`src/hw/rtl/assert_macros.svh`:
```
// Assertion macros shared by the sigmoid layer backprop RTL.
`ifndef ASSERT_MACROS_SVH
`define ASSERT_MACROS_SVH

// Property checked on every rising edge, switched off while reset is high.
`define ASSERT_CLK(lbl, clk_i, rst_i, prop) \
  lbl: assert property (@(posedge clk_i) disable iff (rst_i) prop) \
    else $error("assertion failed");

// Condition that must never be true outside reset.
`define ASSERT_NEVER(lbl, clk_i, rst_i, cond) \
  lbl: assert property (@(posedge clk_i) disable iff (rst_i) !(cond)) \
    else $error("forbidden condition seen");

`endif

```
`src/hw/rtl/slbp_pkg.sv`:
```
// Types and constants shared by the sigmoid layer backprop modules.
`timescale 1ns / 1ps

package slbp_pkg;

  localparam int DATA_W  = 16;
  localparam int LR_W    = 15;
  localparam int CMD_W   = 3;
  localparam int IDX_W   = 4;
  localparam int PADDR_W = 2;
  localparam int PDATA_W = 32;

  // Shared multiplier operand and product widths.
  localparam int MUL_A_W = 36;
  localparam int MUL_B_W = 17;
  localparam int MUL_P_W = MUL_A_W + MUL_B_W;

  localparam logic [LR_W-1:0]             LR_RESET = 15'd410;
  localparam logic [PADDR_W-1:0]          ADDR_LR  = 2'd0;
  localparam logic signed [MUL_B_W-1:0]   ONE_Q12  = 17'sd4096;

  localparam logic KIND_PASSBACK = 1'b0;
  localparam logic KIND_WEIGHT   = 1'b1;

  typedef enum logic [CMD_W-1:0] {
    CMD_WR_WEIGHT = 3'd0,
    CMD_WR_OUTPUT = 3'd1,
    CMD_WR_ERROR  = 3'd2,
    CMD_WR_ACT    = 3'd3,
    CMD_RUN       = 3'd4,
    CMD_RD_WEIGHT = 3'd5
  } cmd_t;

  typedef enum logic [4:0] {
    S_IDLE,
    S_D_RD,
    S_D_M1,
    S_D_M2,
    S_D_WR,
    S_P_RD,
    S_P_MUL,
    S_P_ACC,
    S_P_OUT,
    S_U_RD,
    S_U_M1,
    S_U_P,
    S_U_M2,
    S_U_CH,
    S_U_WR,
    S_R_RD,
    S_R_OUT
  } state_t;

  typedef enum logic [2:0] {
    MS_NONE,
    MS_E_O,
    MS_EO_OMC,
    MS_D_W,
    MS_D_X,
    MS_P_LR
  } mul_sel_t;

  typedef struct packed {
    logic     mul_en;
    mul_sel_t mul_sel;
    logic     d_we;
    logic     acc_en;
    logic     acc_clr;
    logic     tmp_p;
    logic     tmp_ch;
    logic     w_upd_we;
    logic     emit_pb;
    logic     emit_rd;
    logic     sel_rd;
  } ctrl_t;

endpackage

```
`src/hw/rtl/slbp_mul.sv`:
```
// Shared signed multiplier with a registered product.
`timescale 1ns / 1ps

module slbp_mul (
  input  logic                                  clk,
  input  logic                                  en,
  input  logic signed [slbp_pkg::MUL_A_W-1:0]   a,
  input  logic signed [slbp_pkg::MUL_B_W-1:0]   b,
  output logic signed [slbp_pkg::MUL_P_W-1:0]   prod
);
  import slbp_pkg::*;

  always_ff @(posedge clk) begin
    if (en) begin
      prod <= a * b;
    end
  end

endmodule

```
`config.mk`:
```
export PLATFORM = sky130hd
export DESIGN_NAME = slbp_mul
export DESIGN_NICKNAME = d
export VERILOG_FILES = /design/src/hw/rtl/assert_macros.svh /design/src/hw/rtl/slbp_pkg.sv /design/src/hw/rtl/slbp_mul.sv
export SDC_FILE = /design/constraint.sdc
export NUM_CORES = 2
export LEC_CHECK = 0
export ABC_AREA = 1
export BUFFER_PORTS_ARGS = -buffer_cell sky130_fd_sc_hd__buf_2
export CORE_AREA = 2 2 269 271
export DETAILED_ROUTE_END_ITERATION = 8
export DIE_AREA = 0 0 271 273
export PLACE_DENSITY_LB_ADDON = 0.08
export SETUP_SLACK_MARGIN = 0.15
export SLEW_MARGIN = 20
export SYNTH_ARGS = -nofsm -noshare
export SYNTH_HDL_FRONTEND = slang
export SYNTH_SLANG_ARGS = --single-unit
export TNS_END_PERCENT = 30
```
`constraint.sdc`:
```
create_clock -name clk -period 8.6 [get_ports clk]
set_input_delay 0.86 -clock clk [delete_from_list [all_inputs] [get_ports clk]]
set_output_delay 0.86 -clock clk [all_outputs]
set_load 0.005 [all_outputs]
```
# Yosys cells after proc, flatten, opt, wreduce, memory -nomap -nowiden
# Cells that the tools add are included.
# word_totals
latch_bits	0
output_inout_bits	53
n_memories	0
mem_bits_rw	0
register_bits	53
input_bits	55
rom_bits	0
wordCells	2
# classes
n_bitwise	0
mux	0
n_reduce_logical	0
order_cmp	0
n_div	0
mul	1
n_shift	0
addsub	0
n_eq_ne	0
# ops
cell	count
36-bit by 17-bit multiplier with 53-bit output	1

# Longest topological paths before layout
# logic_depth
depth_word	1
ltp_mapped	29
ltp_nobuf	27

# Least setup slack after synthesis
# Ideal clock, no wire load.
# synth_path
path_type	input to register
from	input b[5] (netlist bit)
to	register prod[49] (netlist bit) (data pin)
t_arrival_ns	5.929
required_ns	8.346
path_stages	22
path_slack_ns	2.417
path_buffers	2
setup_time_ns	0.254
path_cell_list	clkbuf_1 -> clkbuf_1 -> nand2_1 -> fa_1 -> inv_1 -> fa_1 -> inv_1 -> fa_1 -> fa_1 -> fa_1 -> fa_1 -> inv_1 -> ha_1 -> nand2_1 -> inv_1 -> nand2_1 -> nor3_1 -> nand2_1 -> nor2_1 -> nand2_1 -> nand4_1 -> nand2_1
# synth_via
elab_chain_len	1
# synth_rtl
item	line	source
start: declaration	slbp_mul.sv:8	input logic signed [slbp_pkg::MUL_B_W-1:0] b,
36-bit by 17-bit multiplier with 53-bit output	slbp_mul.sv:15	prod <= a * b;
end signal: assignment	slbp_mul.sv:15	
end: declaration	slbp_mul.sv:9	output logic signed [slbp_pkg::MUL_P_W-1:0] prod
# Every way passes these cells.
# A chain may end at the register's enable or synchronous reset.

# Worst setup path after layout
# layout_path
from	input b[5] (netlist bit)
to	register prod[44] (netlist bit) (data pin)
# Same word-level chain as after synthesis.

==> summary.md <==
| Metric | Value |
|---|---|
| Async S/R FF share, synth | 0% |
| #FFs+latches synth | 53 |
| Crit path to | prod[44]$_DFFE_PP_ |
| Drt via density | 4.483 |
| Cell mode on critical path | fa_1 |
| Avg WL per Cell | 17.69 um |
| Nets@finish | 3,992 |
| Critical path class | in -> reg |
| Initial Util | 34.78% |
| CTS max path bufs | 2 |
| Antenna violations before repair | 0 |
| Unrepaired setup endpoints after global routing | false |
| Mapped Cells | 3,243 |
| Net count after synthesis | between 4,000 and 5,000 |
| Post-synth EDFFs | 53 |
| Crit path largest cell delay | 580 ps |
| CTS tree | built |
| H-tree Lvls | 2 |
| Design Area, Final | roughly 26,000 um2 |
| Post-route ant nets | 0 |
| Worst path cell trace | buf_2, buf_4, nand2_1, fa_1, inv_1, fa_1, inv_1, fa_1, fa_1, fa_1, fa_1, inv_1, ha_1, nand2_1, nor2_1, nand2_1, nor2_1, nand4_1, nand4_1, nand2_1 |
| Max_cap viols | 0 |
| Worst slack, placed | 1238 ps |
| P&R area growth vs syn | 5.949% |
| CTS Buf Count | 5 |
| Count of final hold-check violations | 0 |
| Total wire length | 74,010 um |
| CTS Hold Bufs | 0 |
| Post-CTS Setup Inserts | 0 |
| WP data arrival | around 7000 ps |
| Initial DRT Pass Iterations | 5 |
| All-layer global routing usage | 21.09% |
| Vias in the first global route | 21,297 |
| Final critical-path share of the clock period | 81.03% |
| Remaining DRCs | 0 |
| CTS root buffer | clkbuf_16 |
| CP required | 8660 ps |
| Slew HR | 33.82% |
| Largest net degree at the start of global routing | 54 |
| Post-DP Area | between 20,000 and 30,000 um2 |
| Synthesis Warnings | 0 |
| Most flops, register | prod |
| Biggest regs | prod x53 |
| Largest register FFs | 53 |
| Ys flop type | edfxtp_1 |
| Commonest cells after routing, fill and taps aside | inv_1, nand2_1, fa_1 |
| Slowest CP cell | fa_1 |
| Most common cell after layout, fill and taps aside | inv_1 |
| Die height | approximately 270 um |
| Synth unique cells | 27 |
| Vias post-DR | 18,756 |
| GRT overflow | 0 |
| Largest fanout on the critical path | 22 |
| Setup violators final | 0 |
| Hold WC Path Type | in -> reg |
| Least-Margin Pin Slew | 992.7 ps |
| Crit path launch | b[5] |
| Io pins | 108 |
| Hold WS | between 1000 and 1500 ps |
| Layout filler cell count | 7,590 |
| Layout cells sized above 1 | 6.741% |
| Seq/Total Area, Yosys | 6.445% |
| Setup ws final | 1631 ps |
| # clock sinks | 53 |
| Routability Congestion | 0.8744 |
| Crit path time final | 6969 ps |
| Syn_area_per_cell | about 7.6 um2 |
| CP endpoint kind | flop |
| First-pass GRT wire length | between 100,000 and 150,000 um |
| Core ar. | around 71,000 um2 |
| Fmax | 143.5 MHz |
| Outcome | completed |
| Chip width | between 200 and 300 um |
| Initial DRC Count | 860 |
| Cell area after synthesis | 24,690 um2 |
| Port bufs | 107 |
| Die area | roughly 74,000 um2 |
| Setup TNS | 0 ps |
| Worst Setup Start Kind | input pin |
| Final max-slew violation count | 0 |
| CTS resizes | 0 |
| Clock-pin slew on the worst setup and hold paths | 80 ps |
| Inserted Diodes | 0 |
| Post-detail-place hpwl | 63,290 um |
| # rows | 98 |
-- worst min-delay path by stage --
stage / startpoint / to / slack [ps] / cells after the start
after floorplan: en / prod[0]$_DFFE_PP_ / 970 / 0
after global placement: prod[9]$_DFFE_PP_ / prod[9] / 1260 / 1
after detailed placement: prod[16]$_DFFE_PP_ / prod[16] / 1250 / 1
after CTS: a[0] / prod[0]$_DFFE_PP_ / 1100 / 3
after global routing: a[0] / prod[0]$_DFFE_PP_ / 1150 / 3
final: a[0] / prod[0]$_DFFE_PP_ / 1110 / 3
-- worst max-delay path: cells and delay by family --
kind	cells	cell delay [ps]
adders and majority gates	7	3480
buffers and inverters	5	1220
and+or+nand+nor	8	1460
-- through the flow --
stage                     utilization, %  std cells
final                              36.85       4184
after global routing               36.85       4184
after CTS                          36.85       4184
after detailed placement           36.63       4176
after global placement             36.63       4176
after floorplan                        -       3243
-- routing by layer --
metal / track usage (%) / part of all wire [%]
met5: 0 / 0
met4: 3.838 / 2.0
met3: 0.8699 / 2.5
met2: 39.86 / 52
met1: 26.89 / 43
-- cells in the mapped netlist (3+ instances only) --
cell type / count / area share (%)
ha_1: 123 / 6.2
edfxtp_1: 53 / 6.4
nor3_2: 8 / 0.32
fa_1: 581 / 47
xnor2_1: 7 / 0.25
or2_2: 6 / 0.15
nand2_2: 24 / 0.61
nand2_1: 989 / 15
nand3b_1: 4 / 0.12
nor2_2: 27 / 0.68
o21ai_0: 3 / 0.061
inv_2: 18 / 0.27
inv_1: 1044 / 16
clkbuf_1: 139 / 2.1
xor2_1: 29 / 1.0
o21bai_1: 3 / 0.091
nand4_1: 17 / 0.43
nor2_1: 71 / 1.1
nor3_1: 7 / 0.14
a21oi_1: 38 / 0.77
nand3_1: 42 / 0.85
-- cell families after synthesis --
kind of cell    share of synthesized area (%)
compound gates                          1.034
xor+xnor                                1.277
fa+ha+maj                               53.33
buf+inv                                 18.29
flops                                   6.445
simple gates                            19.62
-- cell type report --
type | instances | area [um2] | share of cell area (%)
flip-flops and latches | 53 | 1592 | 6.083
multi-input cells | 1987 | 18590 | 71.04
clock inverters | 3 | 28.78 | 0.1100
clock buffers | 5 | 125.1 | 0.4782
inverters | 1064 | 3994 | 15.27
well taps | 950 | 1189 | 4.543
repair buffers | 122 | 648.1 | 2.477
Power is left out: the tool's default activity adds up to more than one toggle a clock period on the data nets, which glitch-free logic cannot reach.
