## config.mk

```make
export PLATFORM = sky130hd
export DESIGN_NAME = slbp_ctrl
export DESIGN_NICKNAME = d
export VERILOG_FILES = /design/src/hw/rtl/slbp_pkg.sv /design/src/hw/rtl/slbp_ctrl.sv
export VERILOG_INCLUDE_DIRS = /design/src /design/src/hw/rtl
export SDC_FILE = /design/constraint.sdc
export NUM_CORES = 1
export LEC_CHECK = 0
export ABC_AREA = 1
export BUFFER_PORTS_ARGS = -buffer_cell sky130_fd_sc_hd__buf_2
export CAP_MARGIN = 20
export CORE_MARGIN = 4
export CORE_UTILIZATION = 25
export CTS_CLUSTER_SIZE = 8
export DETAILED_ROUTE_END_ITERATION = 16
export PLACE_DENSITY = 0.46
export SLEW_MARGIN = 20
export SYNTH_ARGS = -nofsm -noshare
export SYNTH_HDL_FRONTEND = slang
export SYNTH_SLANG_ARGS = --single-unit
export TNS_END_PERCENT = 30
```

## constraint.sdc

```tcl
create_clock -name clk -period 3.3 [get_ports clk]
set_input_delay 0.66 -clock clk [delete_from_list [all_inputs] [get_ports clk]]
set_output_delay 0.66 -clock clk [all_outputs]
set_load 0.02 [all_outputs]
```

## src/hw/rtl/assert_macros.svh

```systemverilog
// Assertion macros shared by the sigmoid layer backprop RTL.
`ifndef ASSERT_MACROS_SVH
`define ASSERT_MACROS_SVH

// Property checked on every rising edge, switched off while reset is high.
`define ASSERT_CLK(lbl, clk_i, rst_i, prop) \
  lbl: assert property (@(posedge clk_i) disable iff (rst_i) prop) \
    else $error("assertion failed");

// Condition that must never be true outside reset.
`define ASSERT_NEVER(lbl, clk_i, rst_i, cond) \
  lbl: assert property (@(posedge clk_i) disable iff (rst_i) !(cond)) \
    else $error("forbidden condition seen");

`endif

```

## src/hw/rtl/slbp_pkg.sv

```systemverilog
// Types and constants shared by the sigmoid layer backprop modules.
`timescale 1ns / 1ps

package slbp_pkg;

  localparam int DATA_W  = 16;
  localparam int LR_W    = 15;
  localparam int CMD_W   = 3;
  localparam int IDX_W   = 4;
  localparam int PADDR_W = 2;
  localparam int PDATA_W = 32;

  // Shared multiplier operand and product widths.
  localparam int MUL_A_W = 36;
  localparam int MUL_B_W = 17;
  localparam int MUL_P_W = MUL_A_W + MUL_B_W;

  localparam logic [LR_W-1:0]             LR_RESET = 15'd410;
  localparam logic [PADDR_W-1:0]          ADDR_LR  = 2'd0;
  localparam logic signed [MUL_B_W-1:0]   ONE_Q12  = 17'sd4096;

  localparam logic KIND_PASSBACK = 1'b0;
  localparam logic KIND_WEIGHT   = 1'b1;

  typedef enum logic [CMD_W-1:0] {
    CMD_WR_WEIGHT = 3'd0,
    CMD_WR_OUTPUT = 3'd1,
    CMD_WR_ERROR  = 3'd2,
    CMD_WR_ACT    = 3'd3,
    CMD_RUN       = 3'd4,
    CMD_RD_WEIGHT = 3'd5
  } cmd_t;

  typedef enum logic [4:0] {
    S_IDLE,
    S_D_RD,
    S_D_M1,
    S_D_M2,
    S_D_WR,
    S_P_RD,
    S_P_MUL,
    S_P_ACC,
    S_P_OUT,
    S_U_RD,
    S_U_M1,
    S_U_P,
    S_U_M2,
    S_U_CH,
    S_U_WR,
    S_R_RD,
    S_R_OUT
  } state_t;

  typedef enum logic [2:0] {
    MS_NONE,
    MS_E_O,
    MS_EO_OMC,
    MS_D_W,
    MS_D_X,
    MS_P_LR
  } mul_sel_t;

  typedef struct packed {
    logic     mul_en;
    mul_sel_t mul_sel;
    logic     d_we;
    logic     acc_en;
    logic     acc_clr;
    logic     tmp_p;
    logic     tmp_ch;
    logic     w_upd_we;
    logic     emit_pb;
    logic     emit_rd;
    logic     sel_rd;
  } ctrl_t;

endpackage

```

## src/hw/rtl/slbp_ctrl.sv

```systemverilog
// Sequencer that walks the delta, pass-back and weight update phases, and the weight read.
`timescale 1ns / 1ps
`include "assert_macros.svh"

module slbp_ctrl #(
  parameter int IN_SIZE  = 16,
  parameter int OUT_SIZE = 16,
  localparam int RW = (IN_SIZE > 1) ? $clog2(IN_SIZE) : 1,
  localparam int CW = (OUT_SIZE > 1) ? $clog2(OUT_SIZE) : 1,
  localparam int AW = (IN_SIZE * OUT_SIZE > 1) ? $clog2(IN_SIZE * OUT_SIZE) : 1
) (
  input  logic                         clk,
  input  logic                         rst,
  input  logic                         start,
  input  logic [slbp_pkg::CMD_W-1:0]   command,
  output logic                         busy,
  output slbp_pkg::ctrl_t              ctl,
  output logic [RW-1:0]                row_cnt,
  output logic [CW-1:0]                col_cnt,
  output logic [AW-1:0]                w_addr
);
  import slbp_pkg::*;

  state_t state;
  state_t state_next;
  logic   c_last;
  logic   r_last;

  assign c_last = (col_cnt == CW'(OUT_SIZE - 1));
  assign r_last = (row_cnt == RW'(IN_SIZE - 1));
  assign busy   = (state != S_IDLE);

  always_ff @(posedge clk) begin
    if (rst) begin
      state <= S_IDLE;
    end else begin
      state <= state_next;
    end
  end

  // Weight address runs row-major alongside the row and column counters.
  always_ff @(posedge clk) begin
    if (rst) begin
      row_cnt <= '0;
      col_cnt <= '0;
      w_addr  <= '0;
    end else begin
      case (state)
        S_IDLE: begin
          if (start && command == CMD_RUN) begin
            row_cnt <= '0;
            col_cnt <= '0;
            w_addr  <= '0;
          end
        end
        S_D_WR: begin
          col_cnt <= c_last ? '0 : col_cnt + CW'(1);
        end
        S_P_ACC: begin
          col_cnt <= c_last ? '0 : col_cnt + CW'(1);
          w_addr  <= w_addr + AW'(1);
        end
        S_P_OUT: begin
          if (r_last) begin
            row_cnt <= '0;
            w_addr  <= '0;
          end else begin
            row_cnt <= row_cnt + RW'(1);
          end
        end
        S_U_WR: begin
          w_addr <= w_addr + AW'(1);
          if (c_last) begin
            col_cnt <= '0;
            row_cnt <= r_last ? '0 : row_cnt + RW'(1);
          end else begin
            col_cnt <= col_cnt + CW'(1);
          end
        end
        default: begin
        end
      endcase
    end
  end

  always_comb begin
    state_next = state;
    case (state)
      S_IDLE: begin
        if (start && command == CMD_RUN) begin
          state_next = S_D_RD;
        end else if (start && command == CMD_RD_WEIGHT) begin
          state_next = S_R_RD;
        end
      end
      S_D_RD:  state_next = S_D_M1;
      S_D_M1:  state_next = S_D_M2;
      S_D_M2:  state_next = S_D_WR;
      S_D_WR:  state_next = c_last ? S_P_RD : S_D_RD;
      S_P_RD:  state_next = S_P_MUL;
      S_P_MUL: state_next = S_P_ACC;
      S_P_ACC: state_next = c_last ? S_P_OUT : S_P_RD;
      S_P_OUT: state_next = r_last ? S_U_RD : S_P_RD;
      S_U_RD:  state_next = S_U_M1;
      S_U_M1:  state_next = S_U_P;
      S_U_P:   state_next = S_U_M2;
      S_U_M2:  state_next = S_U_CH;
      S_U_CH:  state_next = S_U_WR;
      S_U_WR:  state_next = (c_last && r_last) ? S_IDLE : S_U_RD;
      S_R_RD:  state_next = S_R_OUT;
      S_R_OUT: state_next = S_IDLE;
      default: state_next = S_IDLE;
    endcase
  end

  always_comb begin
    ctl = '0;
    case (state)
      S_IDLE: begin
        ctl.acc_clr = 1'b1;
      end
      S_D_M1: begin
        ctl.mul_en  = 1'b1;
        ctl.mul_sel = MS_E_O;
      end
      S_D_M2: begin
        ctl.mul_en  = 1'b1;
        ctl.mul_sel = MS_EO_OMC;
      end
      S_D_WR: begin
        ctl.d_we = 1'b1;
      end
      S_P_MUL: begin
        ctl.mul_en  = 1'b1;
        ctl.mul_sel = MS_D_W;
      end
      S_P_ACC: begin
        ctl.acc_en = 1'b1;
      end
      S_P_OUT: begin
        ctl.emit_pb = 1'b1;
        ctl.acc_clr = 1'b1;
      end
      S_U_M1: begin
        ctl.mul_en  = 1'b1;
        ctl.mul_sel = MS_D_X;
      end
      S_U_P: begin
        ctl.tmp_p = 1'b1;
      end
      S_U_M2: begin
        ctl.mul_en  = 1'b1;
        ctl.mul_sel = MS_P_LR;
      end
      S_U_CH: begin
        ctl.tmp_ch = 1'b1;
      end
      S_U_WR: begin
        ctl.w_upd_we = 1'b1;
      end
      S_R_RD: begin
        ctl.sel_rd = 1'b1;
      end
      S_R_OUT: begin
        ctl.emit_rd = 1'b1;
      end
      default: begin
      end
    endcase
  end

  // A row of the pass-back sum always ends after the last column wrapped.
  `ASSERT_CLK(a_row_end_col_zero, clk, rst, (state == S_P_OUT) |-> (col_cnt == '0))
  // The sequencer only leaves a busy phase from the end of an update or a read.
  `ASSERT_CLK(a_busy_exit, clk, rst, $fell(busy) && !$past(rst) |-> ($past(state) == S_U_WR || $past(state) == S_R_OUT))

endmodule

```

=== After elaboration in Yosys (flattened, before gate mapping) ===
Index checks and enable logic that the tools add are counted.

* Output and inout port bits: 30
* Word-level logic and storage cells: 71
* Flip-flop bits (word level): 21

* Muxes and demuxes: 26
* Equality and inequality tests: 24
* Add/subtract/negate cells: 3
* Reduce and logical (&&, ||, !) cells: 14

{| class="wikitable"
|+ Operators with widths
! operator !! count
|-
| $pmux 5 s16 || 1
|-
| $eq 5x4->1 const B || 8
|-
| $mux 4 || 7
|-
| $pmux 8 s3 || 1
|-
| $eq 5x3->1 const B || 4
|-
| $pmux 4 s5 || 1
|-
| $mux 8 || 2
|-
| $pmux 4 s3 || 1
|-
| $eq 5x2->1 const B || 2
|-
| $mux 5 || 2
|-
| $mux 1 || 9
|-
| $add 4x1->4 const B || 2
|-
| $add 8x1->8 const B || 1
|-
| $eq 4x4->1 const B || 2
|-
| $pmux 4 s2 || 1
|-
| $eq 3x3->1 const B || 2
|-
| $ne 2x2->1 const B || 3
|-
| $reduce_and 3->1 || 2
|-
| $reduce_bool 3->1 || 2
|-
| $eq 5x1->1 const B || 1
|-
| $eq 5x5->1 const B || 1
|-
| $logic_not 5->1 || 1
|-
| $reduce_bool 5->1 || 1
|-
| $reduce_or 2->1 || 2
|-
| other kinds (6) || 8
|}

=== Depth between registers and ports, before layout ===
Gate-level depths: netlist (run 1).

* Depth after elaboration: 5
* Gate-level depth with buffers: 10
* Mapped depth without buffers: 10

=== Worst setup path after synthesis (run 1) ===
Ideal clock, no wire load.

* Path type: reg-to-output
* From: register state[4]
* To: output ctl[12] (netlist name)
* Data required time: 2.640 ns
* Setup slack: 1.209 ns
* Arrival: 1.431 ns
* Buffers on the path: 0
* Stages on the path, launching flop included: 5
* Cells stage by stage: dfxtp_1 > inv_2 > nand3_1 > o21ai_0 > nand3b_1

{| class="wikitable"
|+ RTL lines
! what !! line !! RTL
|-
| start, declared || slbp_ctrl.sv:24 || <nowiki>state_t state;</nowiki>
|-
| start signal, assigned || slbp_ctrl.sv:37 || <nowiki>state <= state_next;</nowiki>
|-
| end, declared || slbp_ctrl.sv:17 || <nowiki>output slbp_pkg::ctrl_t ctl,</nowiki>
|}

==> results of run 1 <==
sequential cells by signal (all words and copies together) (netlist names):
signal,cells
col_cnt,4
w_addr,8
state,5
row_cnt,4
synthesized netlist by cell type, types with 2 or more instances:
| cell | n |
|---|---|
| dfxtp_1 | 21 |
| o21ai_0 | 6 |
| inv_1 | 31 |
| nand2_4 | 3 |
| inv_2 | 2 |
| nand2_1 | 54 |
| nor3_1 | 4 |
| nand3b_1 | 3 |
| nor2_1 | 25 |
| xor2_1 | 3 |
| ha_1 | 3 |
| nor2_4 | 2 |
| nand3_1 | 33 |
| nor2_2 | 6 |
| nand4_1 | 3 |
| a21oi_1 | 15 |
| nand2_2 | 5 |
worst max-delay path, cell delays in order, from the launching register on:
cell and delay (ns):
dfxtp_1 0.52, nand2_2 0.09, nor2_2 0.21, nand3_1 0.16, o21ai_0 0.12, nand3b_1 0.13
buf_2 0.16
power groups by stage:
| stage | logic, mW | clock network, mW | registers (mW) |
|---|---|---|---|
| CTS | 0.501 | 0.190 | 0.327 |
| global placement | 0.507 | 0 | 0.332 |
| detailed placement | 0.498 | 0 | 0.332 |
| finish | 0.498 | 0.183 | 0.327 |
| global route | 0.551 | 0.206 | 0.332 |
| floorplan | 0.370 | 0 | 0.335 |
logic make-up (layout without fill, tap and decap cells):
logic type / Yosys count / after routing / share of synthesized area, %
XOR/XNOR: 3 / 3 / 1.83
adder cells (fa/ha/maj): 3 / 3 / 2.62
AND/OR/NAND/NOR: 142 / 142 / 48.1
flip-flops: 21 / 21 / 29.3
buffers and inverters: 37 / 73 / 10.3
AO/OA/AOI/OAI: 22 / 22 / 7.85
layout make-up:
cell class	instances	area [um^2]
Clock buffer	3	41.3
Clock inverter	1	5.00
Fill cell	647	3810
Inverter	34	129
Multi-Input combinational cell	170	867
Sequential cell	21	420
Tap cell	72	90.1
Timing Repair Buffer	35	175
layer usage:
metal / share of wire (%) / wire [um] / GRT usage (%)
met5: 0 / 0 / 0
met1: 49 / 1850 / 15.3
met3: 4.8 / 181 / 1.97
met4: 1.5 / 59 / 3.95
met2: 45 / 1720 / 17.5
worst max-delay path by stage:
stage / to / cells past startpoint
5_1_grt: ctl[12] / 6
4_1_cts: ctl[12] / 6
3_5_place_dp: ctl[12] / 6
6_report: ctl[12] / 6
3_3_place_gp: ctl[12] / 6
2_1_floorplan: ctl[12] / 4
==> reports/metrics.cfg, run 1 <==
[worst_hold_path]
holdPathEnd = w_addr[7]
hold_depth = 2
min_from = w_addr[7]
hp-class = register to register

[synth]
syn_inst = 228
syn_avg_cell_area_um2 = 6.29
synth_fp_nets = 237
synthTopCellsByArea = dfxtp_1 29%, nand2_1 14%, nand3_1 12%
ys_seq_elements = 21
synth_ff_type = dfxtp_1
syn_area_um2 = 1440
yosysUniqueCellTypes = 26
synth_edf_count = 0
synth_top_area_share_pct = 29.3
seq_area_frac_synth_pct = 29.3
synth_top_cell_by_area = dfxtp_1
postSynth.asyncResetShare_pct = 0
yosysWarnings = 0

[route]
ant_nets = 0
viasPerCell = 4.43
first_pass_iters = 4
vias = 1489
first_iter_violations = 86
wl_per_cell_um = 11.3
drt_wl_total_um = 3810
drcViolationCount = 0

[setup_path]
r2r-end = w_addr[7]
start_kind = register
worstSetupEndpointType = primary output
timing.rr.start = row_cnt[0]
criticalPathCategory = register to primary output
cp-startpoint = state[1]
r2r_cells = 8
r2r_setup_slack_ns = 1.77
crit_arrival_ns = 1.67
worstPathMaxFanout = 8
required_ns = 2.64

[power]
p_seq_share_pct = 32.5
p_comb_share_pct = 49.4
clkPwrFrac_pct = 18.1
power_mw = 1.01
p_leak_nw = 0.892
power_density_nw_per_um2 = 583
swShare_pct = 48.0
switchingPower_uw = 483
p_int_uw = 524
max-vdd-ir-drop_uv = 213

[timing]
period_needed_ns = 2.33
hold_ws_ns = 0.502
setup_violations = 0
worst_slew_pin_slew_ns = 0.371
setup_slack_ns = 0.970
slew_violations = 0
fmax_mhz = 429
slew_headroom_pct = 75.3
hold_viol_final = 0
rsz0062_at_grt = false
finalSetupTns_ns = 0
period_share_pct = 70.6
clock_skew_ns = 0.00294

[placed_design]
io_buffers = 35
dpl.hpwl_um = 2980
dp_slack_ns = 1.29
post_dp_cell_area_um2 = 1680
routabilityCongestion = 0.875
dpl.cell_count = 332

[final_layout]
mostFrequentLayoutCells = 54 x nand2_1, 35 x buf_2, 33 x nand3_1, 31 x inv_1, 25 x nor2_1
fin_util_pct = 31.2
area_growth_pct = 20.4
final_area_um2 = 1730
final_common_cell = nand2_1
drive_gt1_share_pct = 23.1
final_cells = 336
antenna_cells = 0
layout.nets = 274

[grt]
grt_usage_pct = 11.2
antenna_found_initial = 0
first_global_vias = 1352
grt_max_degree = 18
grt_pass1_wl_um = 6440
grt_overflow = 0

[cts]
root_buffer = clkbuf_8
cts_resized = 0
post_cts_buffers = 0
insertion_delay_ns = 0.27
hold_buffers = 0
cts_tree = done
clk_pin_slew_ns = 0.09
numCtsBuffers = 3
cts_max_path_buffers = 2
htree_levels = 1
clock_sinks = 21

[floorplanning]
die_h_um = 83.8
start_util_pct = 25.9
rows = 27
die_w_um = 83.8
dieArea_um2 = 7020
core_area_um2 = 5540
io_pins = 36

[run_status]
status = complete, no violations

[job]
cap_violations = 0

Power figures use the tool's default switching activity.
==> run 2: changes to the inputs <==
--- a/config.mk
+++ b/config.mk
@@ -6,14 +6,14 @@
 export SDC_FILE = /design/constraint.sdc
 export NUM_CORES = 1
 export LEC_CHECK = 0
-export ABC_AREA = 1
+export ABC_AREA = 0
 export BUFFER_PORTS_ARGS = -buffer_cell sky130_fd_sc_hd__buf_2
 export CAP_MARGIN = 20
 export CORE_MARGIN = 4
 export CORE_UTILIZATION = 25
 export CTS_CLUSTER_SIZE = 8
 export DETAILED_ROUTE_END_ITERATION = 16
-export PLACE_DENSITY = 0.46
+export PLACE_DENSITY = 0.45
 export SLEW_MARGIN = 20
 export SYNTH_ARGS = -nofsm -noshare
 export SYNTH_HDL_FRONTEND = slang
==> constraint.sdc (replaced) <==
create_clock -name clk -period 2.4 [get_ports clk]
set_input_delay 0.48 -clock clk [delete_from_list [all_inputs] [get_ports clk]]
set_output_delay 0.48 -clock clk [all_outputs]
set_load 0.02 [all_outputs]
==> reports/metrics.cfg, run 2 <==
[run_status]
status = complete, no violations

[synth]
synth_fp_nets = 195  ; -18%
synthTopCellsByArea = dfxtp_1 28%, a21oi_1 4.0%, nand3_1 4.0%
synth_top_area_share_pct = 27.8  ; -1.5 points
synth_top_cell_by_area = dfxtp_1
syn_avg_cell_area_um2 = 8.14  ; +29%
synth_ff_type = dfxtp_1
seq_area_frac_synth_pct = 27.8  ; -1.5 points
ys_seq_elements = 21  ; unchanged
syn_inst = 186  ; -18%
synth.most_common_cell = dfxtp_1
synth_edf_count = 0  ; unchanged
yosysWarnings = 0  ; unchanged
yosysUniqueCellTypes = 60  ; +130%
synthTopCellsByCount = 21 x dfxtp_1, 12 x a21oi_1, 12 x nand3_1, 12 x nor2_1, 9 x o21ai_0
postSynth.asyncResetShare_pct = 0  ; unchanged
syn_area_um2 = 1510  ; +5.5%

[placed_design]
dpl.hpwl_um = 2990  ; +0.26%
io_buffers = 35  ; unchanged
post_dp_cell_area_um2 = 1740  ; +3.6%
dpl.cell_count = 287  ; -14%
routabilityCongestion = 0.799  ; -8.7%
dp_slack_ns = 0.403  ; -0.885 ns

[cts]
cts_max_path_buffers = 2  ; unchanged
clk_pin_slew_ns = 0.09  ; about the same
cts_tree = done
numCtsBuffers = 3  ; unchanged
hold_buffers = 0  ; unchanged
htree_levels = 1  ; unchanged
root_buffer = clkbuf_8
insertion_delay_ns = 0.26  ; about the same
clock_sinks = 21  ; unchanged

[final_layout]
mostFrequentLayoutCells = 35 x buf_2, 20 x dfxtp_1, 12 x nor2_1, 12 x nand3_1, 12 x a21oi_1
largest_reg_flops = 8  ; unchanged
area_growth_pct = 18.2
largestRegisters = w_addr (8), state (5)
antenna_cells = 0  ; unchanged
largest-register = w_addr
final-seq-area_um2 = 422  ; +0.30%
final_area_um2 = 1790  ; +3.5%
final_common_cell = buf_2
layout.nets = 226  ; -18%
nFillCells = 679  ; +4.9%
multi_input_area_um2 = 977  ; +13%
drive_gt1_share_pct = 26.4  ; +3.3 points
final_cells = 291  ; -13%

[grt]
grt_overflow = 0  ; unchanged
busiest_layer = met1
antenna_found_initial = 0  ; unchanged
grt_pass1_wl_um = 6900  ; +7.2%
grtUsageMet2_pct = 16.3  ; -1.2 points
grt_util_met3_pct = 1.34  ; -0.63 points
first_global_vias = 1377  ; +1.8%
grt_max_degree = 23  ; +5
grt_usage_pct = 11.6  ; +0.42 points
use_met1_pct = 17.8  ; +2.5 points

[timing]
finalSetupTns_ns = 0  ; unchanged
hold_viol_final = 0  ; unchanged
hold_ws_ns = 0.486  ; -0.0159 ns
worst_slew_pin_slew_ns = 0.640  ; +0.270 ns
fmax_mhz = 456
period_share_pct = 91.4
slew_headroom_pct = 57.2  ; -18 points
period_needed_ns = 2.19
clock_skew_ns = 0.00487  ; +0.00193 ns
setup_violations = 0  ; unchanged
rsz0062_at_grt = false
slew_violations = 0  ; unchanged
setup_slack_ns = 0.207  ; -0.762 ns

[worst_hold_path]
holdPathEnd = w_addr[7]
min_from = w_addr[7]
hold_depth = 1  ; -1
hp-class = register to register

[power]
max-vdd-ir-drop_uv = 429  ; +100%
p_leak_nw = 0.694  ; -22%
switchingPower_uw = 681  ; +41%
swShare_pct = 46.2  ; -1.7 points
p_seq_share_pct = 34.8  ; +2.3 points
clkPwrFrac_pct = 16.8  ; -1.3 points
power_density_nw_per_um2 = 824  ; +41%
p_comb_share_pct = 48.4  ; -1.0 points
p_int_uw = 793  ; +51%

[route]
vias = 1511  ; +1.5%
drt_wl_total_um = 4090  ; +7.4%
first_pass_iters = 4  ; unchanged
first_iter_violations = 72  ; -16%
ant_nets = 0  ; unchanged
drcViolationCount = 0  ; unchanged
wl_per_cell_um = 14.1  ; +24%
viasPerCell = 5.19  ; +17%

[floorplanning]
die_h_um = 85.8  ; +2.5%
start_util_pct = 25.7  ; -0.18 points
dieArea_um2 = 7370  ; +5.0%
core_area_um2 = 5890  ; +6.2%
die_w_um = 85.8  ; +2.5%
io_pins = 36  ; unchanged
rows = 28  ; +3.7%

[setup_path]
cpPeakStageDelay_ns = 0.58  ; +0.06 ns
slowest_stage = dfxtp_1
crit_arrival_ns = 1.71  ; +0.04 ns
criticalPathCategory = register to primary output
start_kind = register
r2r-end = w_addr[7]
timing.rr.start = state[1]
worstPathMaxFanout = 12  ; +4
required_ns = 1.92  ; -0.72 ns
r2r_cells = 5  ; -3
critPathBufInv = 3  ; +2
r2r_setup_slack_ns = 0.47  ; -1.30 ns
path_delay_family = buffers and inverters
worstSetupEndpointType = primary output
worstPathCellList = buf_4, buf_4, a21oi_1, o21ai_0, a21oi_1, buf_2

[job]
cap_violations = 0  ; unchanged

[run 2: power groups by stage]
stage	Combinational, mW	Clock (mW)	Sequential [mW]
after CTS	0.720	0.260	0.512
after floorplan	0.632	0	0.420
after detailed placement	0.718	0	0.520
after global routing	0.792	0.282	0.531
final	0.713	0.248	0.514
after global placement	0.724	0	0.518
[run 2: layout make-up]
type / count / area share, %
clock inverter: 1 / 0.280
multi-input combinational: 142 / 54.6
inverter: 8 / 1.68
clock buffer: 3 / 2.31
sequential: 21 / 23.6
timing repair buffer: 41 / 12.3
tap: 75 / 5.24
[run 2: worst max-delay path by stage]
stage	endpoint	cells past startpoint	startpoint	slack, ns
after floorplan	ctl[4]	5	state[3]	0.34
after global placement	ctl[4]	3	state[0]	0.43
after detailed placement	ctl[4]	3	state[0]	0.40
after CTS	ctl[4]	3	state[0]	0.10
after global routing	ctl[4]	4	state[3]	0.02
final	ctl[12]	6	state[3]	0.21
[run 2: routing by layer]
layer,share of wire (%),vias to the layer above
li1,-,769
met1,52,708
met2,43,32
met3,4.0,2
met4,1.1,0
met5,0,-
[run 2: timing repair]
item | in CTS | in global routing
setup endpoints to repair | 0 | 3
setup buffers | 0 | 0
resized for setup | 0 | 1
[run 2: through the flow]
step,utilization [%],power (mW)
after floorplan,-,1.05
after global placement,29.6,1.24
after detailed placement,29.6,1.24
after CTS,30.4,1.49
after global routing,30.4,1.60
final,30.4,1.47
[run 2: logic make-up (layout without fill, tap and decap cells)]
logic type,after synthesis,after routing,share of synthesized area [%]
AOI/OAI and AO/OA,57,57,26.2
xor gates and xnor gates,4,4,2.81
adders and majority gates,3,3,2.48
buffers and inverters,23,53,7.69
DFF,21,21,27.8
muxes,1,1,0.991
and+or+nand+nor,77,77,32.1
